**config.mk**
```make
export PLATFORM = sky130hd
export DESIGN_NAME = differential_drive_heading_controller
export DESIGN_NICKNAME = d
export VERILOG_FILES = /design/src/hw/rtl/ddhc_pkg.sv /design/src/hw/rtl/ddhc_cfg_regs.sv /design/src/hw/rtl/ddhc_ctrl.sv /design/src/hw/rtl/ddhc_datapath.sv /design/src/hw/rtl/differential_drive_heading_controller.sv
export VERILOG_INCLUDE_DIRS = /design/src /design/src/hw/rtl
export SDC_FILE = /design/constraint.sdc
export NUM_CORES = 2
export LEC_CHECK = 0
export ABC_AREA = 0
export BUFFER_PORTS_ARGS = -buffer_cell sky130_fd_sc_hd__clkbuf_2
export CORE_MARGIN = 1
export CORE_UTILIZATION = 45
export CTS_CLUSTER_SIZE = 30
export DETAILED_ROUTE_END_ITERATION = 7
export PLACE_DENSITY = 0.62
export REMOVE_ABC_BUFFERS = 1
export SYNTH_ARGS = -nofsm -noshare
export SYNTH_HDL_FRONTEND = slang
export SYNTH_SLANG_ARGS = --single-unit
```
**constraint.sdc**
```tcl
create_clock -name aclk -period 12.56 [get_ports aclk]
set_input_delay 1.256 -clock aclk [delete_from_list [all_inputs] [get_ports aclk]]
set_output_delay 1.256 -clock aclk [all_outputs]
set_load 0.05 [all_outputs]
```
**src/hw/rtl/differential_drive_heading_controller_macros.svh**
```systemverilog
// Assertion helpers shared by the heading controller modules.
`ifndef DIFFERENTIAL_DRIVE_HEADING_CONTROLLER_MACROS_SVH
`define DIFFERENTIAL_DRIVE_HEADING_CONTROLLER_MACROS_SVH

// Consequent must hold in the same cycle as the antecedent.
`define DDHC_ASSERT_NOW(label, clk, rstn, ante, cons, msg) \
    label: assert property (@(posedge clk) disable iff (!(rstn)) (ante) |-> (cons)) \
        else $error(msg);

// Consequent must hold in the cycle after the antecedent.
`define DDHC_ASSERT_NEXT(label, clk, rstn, ante, cons, msg) \
    label: assert property (@(posedge clk) disable iff (!(rstn)) (ante) |=> (cons)) \
        else $error(msg);

`endif

```
**src/hw/rtl/ddhc_pkg.sv**
```systemverilog
`default_nettype none

package ddhc_pkg;

    // Fixed-point constants. Speeds are Q2.14, duties Q1.14, angles Q4.12.
    localparam int Q14_ONE    = 16384;
    localparam int DEADBAND   = 819;
    localparam int DUTY_MAX   = 16220;
    localparam int ANG_PI     = 12868;
    localparam int ANG_TWO_PI = 25736;

    // Register indexes of the configuration port.
    typedef enum logic [2:0] {
        CFG_SPEED_FB_GAIN  = 3'd0,
        CFG_SPEED_REF_GAIN = 3'd1,
        CFG_HEAD_ERR_GAIN  = 3'd2,
        CFG_TURN_RATE_GAIN = 3'd3,
        CFG_RATE_SCALE     = 3'd4,
        CFG_HALF_PERIOD    = 3'd5
    } cfg_idx_t;

    typedef struct packed {
        logic [15:0] speed_fb_gain;
        logic [15:0] speed_ref_gain;
        logic [15:0] head_err_gain;
        logic [15:0] turn_rate_gain;
        logic [15:0] rate_scale;
        logic [15:0] half_period;
    } cfg_t;

    localparam cfg_t CFG_RESET = '{
        speed_fb_gain:  16'd4096,
        speed_ref_gain: 16'd4096,
        head_err_gain:  16'd4096,
        turn_rate_gain: 16'd0,
        rate_scale:     16'd256,
        half_period:    16'd328
    };

    // Sequencer states.
    typedef enum logic [3:0] {
        ST_IDLE,
        ST_RATE,
        ST_TRAP,
        ST_HEAD,
        ST_ANGLE,
        ST_ERR,
        ST_TURN,
        ST_SUM,
        ST_CMD,
        ST_OUT
    } ctrl_state_t;

    // Operand pair for the shared multiplier.
    typedef enum logic [2:0] {
        MUL_NONE,
        MUL_RATE,
        MUL_SPEED_REF,
        MUL_TRAP,
        MUL_SPEED_FB,
        MUL_RATE_DAMP,
        MUL_HEAD_ERR
    } mul_sel_t;

    // Accumulator operation on the registered product.
    typedef enum logic [2:0] {
        ACC_HOLD,
        ACC_LOAD,
        ACC_SUB,
        ACC_NEG,
        ACC_ADD
    } acc_op_t;

    typedef struct packed {
        logic     capture;
        mul_sel_t mul_sel;
        logic     load_w;
        logic     load_h;
        logic     load_err;
        acc_op_t  acc_op;
        logic     load_ut;
        logic     load_cmd;
        logic     finish;
    } ddhc_cmd_t;

    typedef struct packed {
        logic out_busy;
    } ddhc_status_t;

endpackage

`default_nettype wire

```
**src/hw/rtl/ddhc_cfg_regs.sv**
```systemverilog
`default_nettype none

module ddhc_cfg_regs import ddhc_pkg::*; (
    input  logic        aclk,
    input  logic        aresetn,
    input  logic        cfg_wr_en,
    input  logic [2:0]  cfg_addr,
    input  logic [15:0] cfg_wr_data,
    output cfg_t        cfg
);

    cfg_t cfg_reg;
    cfg_t cfg_next;

    // Address decode; writes to unused indexes are dropped.
    always_comb begin
        cfg_next = cfg_reg;
        if (cfg_wr_en) begin
            unique case (cfg_addr)
                CFG_SPEED_FB_GAIN:  cfg_next.speed_fb_gain  = cfg_wr_data;
                CFG_SPEED_REF_GAIN: cfg_next.speed_ref_gain = cfg_wr_data;
                CFG_HEAD_ERR_GAIN:  cfg_next.head_err_gain  = cfg_wr_data;
                CFG_TURN_RATE_GAIN: cfg_next.turn_rate_gain = cfg_wr_data;
                CFG_RATE_SCALE:     cfg_next.rate_scale     = cfg_wr_data;
                CFG_HALF_PERIOD:    cfg_next.half_period    = cfg_wr_data;
                default:            cfg_next = cfg_reg;
            endcase
        end
    end

    always_ff @(posedge aclk) begin
        if (!aresetn) begin
            cfg_reg <= CFG_RESET;
        end else begin
            cfg_reg <= cfg_next;
        end
    end

    assign cfg = cfg_reg;

endmodule

`default_nettype wire

```
**src/hw/rtl/ddhc_ctrl.sv**
```systemverilog
`default_nettype none
`include "differential_drive_heading_controller_macros.svh"

module ddhc_ctrl import ddhc_pkg::*; (
    input  logic         aclk,
    input  logic         aresetn,
    input  logic         s_valid,
    output logic         s_ready,
    input  ddhc_status_t status,
    output ddhc_cmd_t    cmd
);

    ctrl_state_t state_reg;
    ctrl_state_t state_next;

    // Next-state logic: one fixed pass through the datapath per sample.
    always_comb begin
        state_next = state_reg;
        unique case (state_reg)
            ST_IDLE:  if (s_valid) state_next = ST_RATE;
            ST_RATE:  state_next = ST_TRAP;
            ST_TRAP:  state_next = ST_HEAD;
            ST_HEAD:  state_next = ST_ANGLE;
            ST_ANGLE: state_next = ST_ERR;
            ST_ERR:   state_next = ST_TURN;
            ST_TURN:  state_next = ST_SUM;
            ST_SUM:   state_next = ST_CMD;
            ST_CMD:   state_next = ST_OUT;
            ST_OUT:   if (!status.out_busy) state_next = ST_IDLE;
            default:  state_next = ST_IDLE;
        endcase
    end

    always_ff @(posedge aclk) begin
        if (!aresetn) begin
            state_reg <= ST_IDLE;
        end else begin
            state_reg <= state_next;
        end
    end

    // Command decode. The multiplier product is registered, so each state
    // consumes the product selected by the state before it.
    always_comb begin
        cmd     = '0;
        s_ready = 1'b0;
        unique case (state_reg)
            ST_IDLE: begin
                s_ready     = 1'b1;
                cmd.capture = s_valid;
            end
            ST_RATE: begin
                cmd.mul_sel = MUL_RATE;
            end
            ST_TRAP: begin
                cmd.load_w  = 1'b1;
                cmd.mul_sel = MUL_SPEED_REF;
            end
            ST_HEAD: begin
                cmd.mul_sel = MUL_TRAP;
                cmd.acc_op  = ACC_LOAD;
            end
            ST_ANGLE: begin
                cmd.load_h  = 1'b1;
                cmd.mul_sel = MUL_SPEED_FB;
            end
            ST_ERR: begin
                cmd.load_err = 1'b1;
                cmd.acc_op   = ACC_SUB;
                cmd.mul_sel  = MUL_RATE_DAMP;
            end
            ST_TURN: begin
                cmd.load_ut = 1'b1;
                cmd.acc_op  = ACC_NEG;
                cmd.mul_sel = MUL_HEAD_ERR;
            end
            ST_SUM: begin
                cmd.acc_op = ACC_ADD;
            end
            ST_CMD: begin
                cmd.load_cmd = 1'b1;
            end
            ST_OUT: begin
                cmd.finish = !status.out_busy;
            end
            default: begin
                cmd = '0;
            end
        endcase
    end

    // Sequencer checks.
    `DDHC_ASSERT_NEXT(a_capture_starts, aclk, aresetn, cmd.capture, state_reg == ST_RATE, "capture did not start the sequence")
    `DDHC_ASSERT_NOW(a_finish_free, aclk, aresetn, cmd.finish, !status.out_busy, "result loaded while output register was full")
    `DDHC_ASSERT_NEXT(a_out_waits, aclk, aresetn, (state_reg == ST_OUT) && status.out_busy, state_reg == ST_OUT, "sequencer left the output step while stalled")

endmodule

`default_nettype wire

```
**src/hw/rtl/ddhc_datapath.sv**
```systemverilog
`default_nettype none
`include "differential_drive_heading_controller_macros.svh"

module ddhc_datapath import ddhc_pkg::*; (
    input  logic               aclk,
    input  logic               aresetn,
    input  ddhc_cmd_t          cmd,
    output ddhc_status_t       status,
    input  cfg_t               cfg,
    input  logic signed [15:0] s_left_speed,
    input  logic signed [15:0] s_right_speed,
    input  logic signed [15:0] s_target_speed,
    input  logic        [14:0] s_target_heading,
    output logic               m_valid,
    input  logic               m_ready,
    output logic signed [14:0] m_left_duty,
    output logic signed [14:0] m_right_duty
);

    localparam logic signed [15:0] SPD_MAX   = 16'(Q14_ONE);
    localparam logic signed [15:0] SPD_MIN   = -16'(Q14_ONE);
    localparam logic signed [24:0] H_TWO_PI  = 25'(ANG_TWO_PI);
    localparam logic signed [17:0] E_PI      = 18'(ANG_PI);
    localparam logic signed [17:0] E_TWO_PI  = 18'(ANG_TWO_PI);
    localparam logic signed [31:0] UA_ONE    = 32'(Q14_ONE);
    localparam logic signed [31:0] UA_DBAND  = 32'(DEADBAND);
    localparam logic signed [21:0] UT_ONE    = 22'(Q14_ONE);
    localparam logic signed [15:0] CMD_ONE   = 16'(Q14_ONE);
    localparam logic signed [16:0] D_MAX     = 17'(DUTY_MAX);

    // Sample registers.
    logic signed [15:0] vl_reg, vr_reg, vref_reg;
    logic        [14:0] tgt_reg;
    logic signed [15:0] vl_clamp, vr_clamp;

    // Working registers.
    logic signed [40:0] prod_reg;
    logic signed [41:0] acc_reg;
    logic signed [23:0] w_reg;
    logic        [15:0] h_reg;
    logic signed [17:0] err_reg;
    logic signed [21:0] ut_raw_reg;
    logic signed [15:0] ua_reg, ut_reg;

    // Persistent state and output register.
    logic        [15:0] heading_reg;
    logic signed [23:0] prev_w_reg;
    logic               m_valid_reg;
    logic signed [14:0] m_left_duty_reg, m_right_duty_reg;

    // Measured speeds are clamped to plus or minus one on capture.
    always_comb begin
        vl_clamp = s_left_speed;
        if (s_left_speed > SPD_MAX) begin
            vl_clamp = SPD_MAX;
        end else if (s_left_speed < SPD_MIN) begin
            vl_clamp = SPD_MIN;
        end
        vr_clamp = s_right_speed;
        if (s_right_speed > SPD_MAX) begin
            vr_clamp = SPD_MAX;
        end else if (s_right_speed < SPD_MIN) begin
            vr_clamp = SPD_MIN;
        end
    end

    // Speed difference and rounded mean speed.
    logic signed [16:0] speed_diff;
    logic signed [16:0] speed_sum;
    logic signed [15:0] vt;
    logic signed [23:0] w_sum;

    assign speed_diff = {vr_reg[15], vr_reg} - {vl_reg[15], vl_reg};
    assign speed_sum  = {vr_reg[15], vr_reg} + {vl_reg[15], vl_reg} + 17'sd1;
    assign vt         = speed_sum[16:1];
    assign w_sum      = w_reg + prev_w_reg;

    // Operand select for the shared multiplier.
    logic signed [16:0] mul_a;
    logic signed [23:0] mul_b;
    logic signed [40:0] prod_next;

    always_comb begin
        mul_a = '0;
        mul_b = '0;
        unique case (cmd.mul_sel)
            MUL_RATE: begin
                mul_a = $signed({1'b0, cfg.rate_scale});
                mul_b = {{7{speed_diff[16]}}, speed_diff};
            end
            MUL_SPEED_REF: begin
                mul_a = $signed({1'b0, cfg.speed_ref_gain});
                mul_b = {{8{vref_reg[15]}}, vref_reg};
            end
            MUL_TRAP: begin
                mul_a = $signed({1'b0, cfg.half_period});
                mul_b = w_sum;
            end
            MUL_SPEED_FB: begin
                mul_a = $signed({1'b0, cfg.speed_fb_gain});
                mul_b = {{8{vt[15]}}, vt};
            end
            MUL_RATE_DAMP: begin
                mul_a = $signed({1'b0, cfg.turn_rate_gain});
                mul_b = w_reg;
            end
            MUL_HEAD_ERR: begin
                mul_a = $signed({1'b0, cfg.head_err_gain});
                mul_b = {{6{err_reg[17]}}, err_reg};
            end
            default: begin
                mul_a = '0;
                mul_b = '0;
            end
        endcase
    end

    assign prod_next = mul_a * mul_b;

    // Turn rate: product rounded by 11 bits.
    logic signed [40:0] w_round;
    logic signed [23:0] w_next;

    assign w_round = prod_reg + 41'sd1024;
    assign w_next  = w_round[34:11];

    // Trapezoid heading step, one wrap into the circle, then saturation.
    logic signed [40:0] t_round;
    logic signed [24:0] h_step, h_raw, h_wrap;
    logic        [15:0] h_next;

    assign t_round = prod_reg + 41'sd32768;
    assign h_step  = t_round[40:16];
    assign h_raw   = $signed({9'b0, heading_reg}) + h_step;

    always_comb begin
        if (h_raw > H_TWO_PI) begin
            h_wrap = h_raw - H_TWO_PI;
        end else if (h_raw < 0) begin
            h_wrap = h_raw + H_TWO_PI;
        end else begin
            h_wrap = h_raw;
        end
        if (h_wrap > H_TWO_PI) begin
            h_next = H_TWO_PI[15:0];
        end else if (h_wrap < 0) begin
            h_next = '0;
        end else begin
            h_next = h_wrap[15:0];
        end
    end

    // Heading error along the shortest turn.
    logic signed [17:0] tgt_e, h_e, tgt_sel, err_next;

    assign tgt_e = $signed({3'b0, tgt_reg});
    assign h_e   = $signed({2'b0, h_reg});

    always_comb begin
        if (tgt_e >= h_e + E_PI) begin
            tgt_sel = tgt_e - E_TWO_PI;
        end else if (tgt_e <= h_e - E_PI) begin
            tgt_sel = tgt_e + E_TWO_PI;
        end else begin
            tgt_sel = tgt_e;
        end
        err_next = tgt_sel - h_e;
    end

    // Accumulator for the two command sums.
    logic signed [41:0] prod_x, acc_next;

    assign prod_x = {prod_reg[40], prod_reg};

    always_comb begin
        case (cmd.acc_op)
            ACC_LOAD: acc_next = prod_x;
            ACC_SUB:  acc_next = acc_reg - prod_x;
            ACC_NEG:  acc_next = -prod_x;
            ACC_ADD:  acc_next = acc_reg + prod_x;
            default:  acc_next = acc_reg;
        endcase
    end

    // Forward command rounded by 12 bits, turn command by 10 bits.
    logic signed [41:0] ut_round, ua_round;
    logic signed [21:0] ut_raw_next;
    logic signed [31:0] ua_raw;
    logic signed [15:0] ua_next, ut_next;

    assign ut_round    = acc_reg + 42'sd2048;
    assign ut_raw_next = ut_round[33:12];
    assign ua_round    = acc_reg + 42'sd512;
    assign ua_raw      = ua_round[41:10];

    // Turn command saturation and deadband; forward command saturation.
    always_comb begin
        if (ua_raw > UA_ONE) begin
            ua_next = CMD_ONE;
        end else if (ua_raw < -UA_ONE) begin
            ua_next = -CMD_ONE;
        end else if ((ua_raw <= UA_DBAND) && (ua_raw >= -UA_DBAND)) begin
            ua_next = '0;
        end else begin
            ua_next = ua_raw[15:0];
        end
        if (ut_raw_reg > UT_ONE) begin
            ut_next = CMD_ONE;
        end else if (ut_raw_reg < -UT_ONE) begin
            ut_next = -CMD_ONE;
        end else begin
            ut_next = ut_raw_reg[15:0];
        end
    end

    // Forward command limited by the turn command, then wheel mixing.
    logic signed [15:0] ua_mag, ut_lim_max, ut_lim;
    logic signed [16:0] dr_sum, dl_sum;
    logic signed [14:0] dr_next, dl_next;

    assign ua_mag     = (ua_reg < 0) ? -ua_reg : ua_reg;
    assign ut_lim_max = CMD_ONE - ua_mag;

    always_comb begin
        if (ut_reg > ut_lim_max) begin
            ut_lim = ut_lim_max;
        end else if (ut_reg < -ut_lim_max) begin
            ut_lim = -ut_lim_max;
        end else begin
            ut_lim = ut_reg;
        end
        dr_sum = {ut_lim[15], ut_lim} + {ua_reg[15], ua_reg};
        dl_sum = {ut_lim[15], ut_lim} - {ua_reg[15], ua_reg};
        if (dr_sum > D_MAX) begin
            dr_next = D_MAX[14:0];
        end else if (dr_sum < -D_MAX) begin
            dr_next = 15'(-D_MAX);
        end else begin
            dr_next = dr_sum[14:0];
        end
        if (dl_sum > D_MAX) begin
            dl_next = D_MAX[14:0];
        end else if (dl_sum < -D_MAX) begin
            dl_next = 15'(-D_MAX);
        end else begin
            dl_next = dl_sum[14:0];
        end
    end

    // Payload registers, loaded under sequencer control.
    always_ff @(posedge aclk) begin
        prod_reg <= prod_next;
        acc_reg  <= acc_next;
        if (cmd.capture) begin
            vl_reg   <= vl_clamp;
            vr_reg   <= vr_clamp;
            vref_reg <= s_target_speed;
            tgt_reg  <= s_target_heading;
        end
        if (cmd.load_w) begin
            w_reg <= w_next;
        end
        if (cmd.load_h) begin
            h_reg <= h_next;
        end
        if (cmd.load_err) begin
            err_reg <= err_next;
        end
        if (cmd.load_ut) begin
            ut_raw_reg <= ut_raw_next;
        end
        if (cmd.load_cmd) begin
            ua_reg <= ua_next;
            ut_reg <= ut_next;
        end
        if (cmd.finish) begin
            m_left_duty_reg  <= dl_next;
            m_right_duty_reg <= dr_next;
        end
    end

    // Controller state and output valid.
    always_ff @(posedge aclk) begin
        if (!aresetn) begin
            heading_reg <= '0;
            prev_w_reg  <= '0;
            m_valid_reg <= 1'b0;
        end else begin
            if (cmd.finish) begin
                heading_reg <= h_reg;
                prev_w_reg  <= w_reg;
                m_valid_reg <= 1'b1;
            end else if (m_ready) begin
                m_valid_reg <= 1'b0;
            end
        end
    end

    assign status.out_busy = m_valid_reg & ~m_ready;
    assign m_valid         = m_valid_reg;
    assign m_left_duty     = m_left_duty_reg;
    assign m_right_duty    = m_right_duty_reg;

    // Datapath checks.
    `DDHC_ASSERT_NOW(a_heading_range, aclk, aresetn, 1'b1, heading_reg <= 16'(ANG_TWO_PI), "heading left the circle")
    `DDHC_ASSERT_NOW(a_duty_range, aclk, aresetn, m_valid_reg, (m_left_duty_reg <= DUTY_MAX) && (m_left_duty_reg >= -DUTY_MAX) && (m_right_duty_reg <= DUTY_MAX) && (m_right_duty_reg >= -DUTY_MAX), "duty beyond saturation limit")
    `DDHC_ASSERT_NEXT(a_result_loads, aclk, aresetn, cmd.finish, m_valid_reg && (heading_reg == $past(h_reg)), "finished sample not presented")

endmodule

`default_nettype wire

```
**src/hw/rtl/differential_drive_heading_controller.sv**
```systemverilog
`default_nettype none
// Channel   Handshake            Payload
// s_*       s_valid / s_ready    left_speed, right_speed, target_speed, target_heading
// m_*       m_valid / m_ready    left_duty, right_duty
// cfg_*     cfg_wr_en            cfg_addr (register index), cfg_wr_data
//
// A sample takes a transfer step in idle, then nine sequencer steps that
// share one 17 x 24 bit multiplier across six products.
// Input is taken only between samples; a finished result waits in the output
// register while the next sample is accepted and worked on.
// The last step holds while the output register is full and not taken.
// Reset is synchronous, active low: config and control registers return to their
// reset values, heading and previous turn rate to zero; no clearing pass is needed.

module differential_drive_heading_controller import ddhc_pkg::*; (
    input  logic               aclk,
    input  logic               aresetn,
    input  logic               s_valid,
    output logic               s_ready,
    input  logic signed [15:0] s_left_speed,
    input  logic signed [15:0] s_right_speed,
    input  logic signed [15:0] s_target_speed,
    input  logic        [14:0] s_target_heading,
    output logic               m_valid,
    input  logic               m_ready,
    output logic signed [14:0] m_left_duty,
    output logic signed [14:0] m_right_duty,
    input  logic               cfg_wr_en,
    input  logic [2:0]         cfg_addr,
    input  logic [15:0]        cfg_wr_data
);

    cfg_t         cfg;
    ddhc_cmd_t    cmd;
    ddhc_status_t status;

    // Configuration registers.
    ddhc_cfg_regs u_cfg_regs (
        .aclk        (aclk),
        .aresetn     (aresetn),
        .cfg_wr_en   (cfg_wr_en),
        .cfg_addr    (cfg_addr),
        .cfg_wr_data (cfg_wr_data),
        .cfg         (cfg)
    );

    // Sequencer.
    ddhc_ctrl u_ctrl (
        .aclk    (aclk),
        .aresetn (aresetn),
        .s_valid (s_valid),
        .s_ready (s_ready),
        .status  (status),
        .cmd     (cmd)
    );

    // Arithmetic, state and output register.
    ddhc_datapath u_datapath (
        .aclk             (aclk),
        .aresetn          (aresetn),
        .cmd              (cmd),
        .status           (status),
        .cfg              (cfg),
        .s_left_speed     (s_left_speed),
        .s_right_speed    (s_right_speed),
        .s_target_speed   (s_target_speed),
        .s_target_heading (s_target_heading),
        .m_valid          (m_valid),
        .m_ready          (m_ready),
        .m_left_duty      (m_left_duty),
        .m_right_duty     (m_right_duty)
    );

endmodule

`default_nettype wire

```
Yosys cells after proc, flatten, opt, wreduce, memory -nomap -nowiden
Cells that the tools add are included.
Storage, ports and cells
  word-level logic and storage cells: 162
  flip-flop bits (word level): 429
  input bits: 87
Operators by class
  multiply operators: 1
  reductions and logical operators: 21
  bitwise operators: 2
  equal/unequal tests: 26
  magnitude comparators: 23
  muxes and demuxes: 33
  $add $sub $neg: 24
Operator list (number)
  42-bit one-hot mux with 4 select lines: 1
  24-bit one-hot mux with 6 select lines: 1
  16-bit two-way mux: 8
  16-bit one-hot mux with 6 select lines: 1
  25-bit by 16-bit greater-than comparator with 1-bit output, second input constant: 2
  25-bit by 1-bit < comparator with 1-bit output, second input constant: 2
  25-bit two-way mux: 2
  15-bit two-way mux: 3
  42-bit by 11-bit adder with 42-bit output, second input constant: 1
  42-bit by 41-bit adder with 42-bit output: 1
  41-bit negation with 42-bit output: 1
  42-bit by 41-bit subtractor with 42-bit output: 1
  41-bit by 17-bit adder with 41-bit output, second input constant: 1
  17-bit by 24-bit multiplier with 41-bit output: 1
  4-bit one-hot mux with 10 select lines: 1
  18-bit two-way mux: 2
  35-bit by 12-bit adder with 35-bit output, second input constant: 1
  16-bit by 16-bit adder with 17-bit output: 2
  34-bit by 13-bit adder with 34-bit output, second input constant: 1
  17-bit by 15-bit greater-than comparator with 1-bit output, second input constant: 2
  17-bit by 15-bit < comparator with 1-bit output, second input constant: 2
  16-bit by 16-bit subtractor with 17-bit output: 2
  32-bit by 11-bit >= comparator with 1-bit output, second input constant: 1
  16-bit greater-than comparator, second input constant: 2
  other kinds (46): 88

Depth between registers and ports, before layout
  depth in word-level cells: 10
  gate-level depth with buffers: 46
  mapped depth without buffers: 45

By module
From an unflattened synthesis, not the netlist that was laid out.
Unflattened totals
  cells, all modules: 5377
  area total of the unflattened synthesis: 46696.0 um2
By module, submodules not included
  ddhc_datapath: area an instance 42806.1 um2, cells an instance 4992, seq. area each 9058.7 um2, times used 1
  ddhc_cfg_regs: area an instance 3535.9 um2, cells an instance 339, seq. area each 1921.8 um2, times used 1
  ddhc_ctrl: area an instance 354.1 um2, cells an instance 46, seq. area each 80.1 um2, times used 1

Worst setup path after synthesis
No wires, ideal clock.
  kind: register -> register
  start point: register u_datapath.w_reg[1]
  end point: register u_datapath.prod_reg[39]
  data required time: 12.442 ns
  stages on the path, launching flop included: 37
  path buffers: 1
  clock period less this slack: 9.319 ns
  library setup time: 0.118 ns
  slack: 3.241 ns
  arrival: 9.202 ns
  cell sequence: edfxtp_1 -> ha_1 -> a21o_1 -> a21oi_1 -> o21ai_0 -> a211oi_1 -> o21ba_2 -> a21oi_1 -> a211oi_1 -> o31ai_1 -> o41ai_1 -> o211a_1 -> nand2_1 -> o32a_1 -> o211ai_1 -> clkbuf_1 -> nand2_1 -> fa_1 -> fa_1 -> inv_1 -> fa_1 -> fa_1 -> fa_1 -> inv_1 -> fa_1 -> inv_1 -> ha_1 -> a21o_1 -> a21o_1 -> a21o_1 -> a21oi_1 -> nand2_1 -> or4_1 -> and3_1 -> o31ai_1 -> nand2b_1 -> xor2_1
Between the ends
  longest elaborated chain between the ends: 3
Ends and longest elaborated chain
  start, declared: line ddhc_datapath.sv:39  | logic signed [23:0] w_reg;
  start signal, assigned: line ddhc_datapath.sv:261  | w_reg <= w_next;
  24-bit adder: line ddhc_datapath.sv:76  | assign w_sum = w_reg + prev_w_reg;
  24-bit one-hot mux with 6 select lines (*): line ddhc_datapath.sv:86  | unique case (cmd.mul_sel)
  17-bit by 24-bit multiplier with 41-bit output (*): line ddhc_datapath.sv:118  | assign prod_next = mul_a * mul_b;
  named net u_datapath.prod_next[39]: line ddhc_datapath.sv:81  | logic signed [40:0] prod_next;
  end signal, assigned: line ddhc_datapath.sv:252  | prod_reg <= prod_next;
  end, declared: line ddhc_datapath.sv:37  | logic signed [40:0] prod_reg;
Mark *: on every way through the listed nets, which the timed path passes. The rest lies on a longest branch.
A chain may end at the register's enable or synchronous reset.

Worst setup path in the final report
  start point: register u_datapath.vl_reg[0]
  end point: register u_datapath.prod_reg[39]
Between the ends
  longest elaborated chain between the ends: 4
  elaborated cells on any way between the ends: 5
Ends and longest elaborated chain
  start, declared: line ddhc_datapath.sv:32  | logic signed [15:0] vl_reg, vr_reg, vref_reg;
  start signal, assigned: line ddhc_datapath.sv:255  | vl_reg <= vl_clamp;
  16-bit by 16-bit adder with 17-bit output: line ddhc_datapath.sv:74  | assign speed_sum = {vr_reg[15], vr_reg} + {vl_reg[15], vl_reg} + 17'sd1;
  17-bit by 1-bit adder with 17-bit output: line ddhc_datapath.sv:74
  24-bit one-hot mux with 6 select lines (*): line ddhc_datapath.sv:86
  17-bit by 24-bit multiplier with 41-bit output (*): line ddhc_datapath.sv:118
  named net u_datapath.prod_next[39]: line ddhc_datapath.sv:81
Marked as above.

==> impl_metrics.json <==
{
  "postCtsSetupRepairBufs": 0,
  "crit_type": "reg2reg",
  "syn_inst": 5502,
  "startpoint_type": "register",
  "grt_pass1_wl_um": 221000,
  "initial_utilization": 0.455,
  "routed_wl_um": 140000,
  "core_mm2": 0.102,
  "slowest_stage": "a221oi_1",
  "postCtsHoldBufs": 0,
  "tightestPinTransition_ns": 1.40,
  "cp.arrival_ns": 11.25,
  "power-per-cell-area_mw_per_mm2": 190,
  "synthAdderAreaFrac": 0.255,
  "crit_family": "adder cells",
  "synth_top_family_by_area": "adder cells",
  "synthXorXnorAreaFrac": 0.0705,
  "p_leak_nw": 21.3,
  "switching_power_w": 0.00459,
  "crit_fanout": 8,
  "finalSetupViolCount": 0,
  "placedInstanceArea_mm2": 0.0484,
  "dieArea_mm2": 0.104,
  "avgViaCountPerCell": 5.70,
  "grt_usage": 0.270,
  "pin_count": 119,
  "design_area_mm2": 0.0502,
  "rsz0062_at_grt": "false",
  "synth.area.mux_share": 0.00318,
  "status": "finished, final reports clean",
  "portBuffers": 118,
  "hp-class": "reg2reg",
  "clock_path_buffers": 3,
  "required_ns": 13.07,
  "gp_congestion": 0.935,
  "path_clk_slew_ns": 0.06,
  "critPathCaptureType": "register",
  "period_needed_ns": 10.74,
  "fin_util": 0.492,
  "fmax_ghz": 0.0931,
  "synthSimpleGateAreaFrac": 0.191,
  "slew_headroom": 0.0673,
  "dp_hpwl_um": 107000,
  "dr.pass1.iters": 8,
  "synth_ff_type": "edfxtp_1",
  "async_reset_ff_frac": 0,
  "fin_nets": 6299,
  "p_sw_frac": 0.482,
  "clock_sinks": 429,
  "largest_reg_flops": 96,
  "cts_resized": 0,
  "drcViolationCount": 0,
  "power_frac_comb": 0.621,
  "cts_inserted_buffers": 51,
  "intPower_w": 0.00494,
  "cts_tree": "built",
  "grt_overflow": 0,
  "syn_area_mm2": 0.0464,
  "synth_seq_area_share": 0.238,
  "finalPower_w": 0.00953,
  "ir_drop_mv": 0.166,
  "synth_area_per_cell_um2": 8.43,
  "die_x_um": 323,
  "fin_skew_ns": 0.0665,
  "cts_max_level": 2,
  "synth_compound_area_frac": 0.167,
  "cts-root-buf": "clkbuf_16",
  "fp.dieH_um": 323,
  "cap_violations": 0,
  "ys_ff_latch": 429,
  "synth_edf_count": 247,
  "cp_common_cell": "fa_1",
  "drv_slew": 0,
  "ys_types": 101,
  "synth_warnings": 0,
  "antenna_found_initial": 1,
  "synth.top_cell.area_share": 0.166,
  "grt_pass1_vias": 38600,
  "clkPwrFrac": 0.169,
  "detail-route-antenna-nets": 0,
  "num_rows": 117,
  "ys_top_cells_by_area": "fa_1 17%, edfxtp_1 16%, ha_1 8.8%, dfxtp_1 7.9%, nand2_1 6.3%",
  "seqPwrFrac": 0.210,
  "drive_gt1_frac": 0.0644,
  "syn2layout_area_growth_pct": 8.19,
  "synth_largest_area_cell": "fa_1",
  "worst_skew_pair.late_latency_ns": 0.69,
  "max_stage_delay_ns": 1.12,
  "grt_max_degree": 78,
  "vias": 39400,
  "hold_viol": 0,
  "tns_ns": 0,
  "crit_buf_inv": 4,
  "drt_first_iter_violations": 3350,
  "period_share": 0.855,
  "routedWlPerCell_um": 20.3
}
[layout by cell type (no fill, tap or decap), types with 18 or more instances in the layout]
cell type / instances
clkbuf_2: 117
edfxtp_1: 247
nor2b_1: 66
a222oi_1: 44
a21o_1: 77
a22oi_1: 27
ha_1: 328
nor4_1: 36
buf_4: 71
o31ai_1: 23
a211oi_1: 29
dfxtp_1: 182
nand2b_1: 65
o21a_1: 39
o21ai_0: 230
fa_1: 385
nor2_1: 401
nand2_1: 780
a31oi_1: 28
or3_1: 33
and2_1: 84
and3_1: 50
xnor2_1: 251
o211ai_1: 18
inv_1: 660
xor2_1: 119
a21oi_1: 254
nand4_1: 47
or2_2: 30
o21bai_1: 28
nor3_1: 114
nand3_1: 124
clkbuf_16: 54
a21boi_0: 155
[Yosys cell counts (all sizes together), types with 119 or more instances]
library cell  number
nand2            780
edfxtp           247
inv              663
a21boi           155
nor3             119
nor2             407
xor2             120
a21oi            257
nand3            125
ha               328
fa               385
o21ai            238
xnor2            251
clkbuf           219
dfxtp            182
[final timing paths]
check / start / end / slack (ns) / depth (start not counted)
worst max-delay path: u_datapath.vl_reg[0] / u_datapath.prod_reg[39] / 1.82 / 36
worst min-delay path: u_cfg_regs.cfg[70] / u_cfg_regs.cfg[70] / 0.46 / 2
worst max register to register: u_datapath.vl_reg[0] / u_datapath.prod_reg[39] / 1.82 / 36
worst min register to register: u_cfg_regs.cfg[70] / u_cfg_regs.cfg[70] / 0.46 / 2
[power by group through the flow]
stage	clock (W)	sequential, W	combinational (W)
floorplan	0	0.00193	0.00436
global placement	0	0.00202	0.00578
detailed placement	0	0.00202	0.00582
CTS	0.00164	0.00199	0.00586
global route	0.00169	0.00201	0.00657
finish	0.00161	0.00200	0.00592
[worst register-to-register path: cells and delay by family (launching register included)]
family,cells,cell delay [ns]
buf+inv,4,0.20
xor+xnor,1,0.14
fa+ha+maj,9,4.07
compound gates,14,4.01
simple gates,8,1.72
flops,1,0.41
[through the flow]
| stage | cells | worst slack, ns | hold slack, ns |
|---|---|---|---|
| after floorplan | 5258 | 1.55 | 0.437 |
| after global placement | 6814 | 2.41 | 0.450 |
| after detailed placement | 6814 | 2.10 | 0.457 |
| after CTS | 6910 | 1.99 | 0.466 |
| after global routing | 6910 | 0.931 | 0.480 |
| final | 6911 | 1.82 | 0.464 |
[kinds of logic after synthesis]
logic type	count (synthesis)
simple gates	1917
compound gates	1146
mux	14
flops	429
xor+xnor	372
fa+ha+maj	715
buf+inv	908
other cells	1
[per-layer routing]
layer | vias up | wire, um | GRT usage
met5 | - | 0 | 0
met4 | 0 | 4250 | 0.0845
met3 | 227 | 9610 | 0.0362
met2 | 1431 | 65300 | 0.449
met1 | 19100 | 61100 | 0.364
li1 | 18700 | - | -
[area by class of cell]
| cell class | count | area [um^2] |
|---|---|---|
| Multi-Input combinational cell | 4165 | 32000 |
| Fill cell | 9861 | 51800 |
| Sequential cell | 429 | 11100 |
| Inverter | 664 | 2490 |
| Clock inverter | 34 | 427 |
| Tap cell | 1368 | 1710 |
| Antenna cell | 1 | 2.50 |
| Clock buffer | 62 | 1410 |
| Timing Repair Buffer | 188 | 1120 |
No activity file was read; power rests on OpenSTA's default activity.
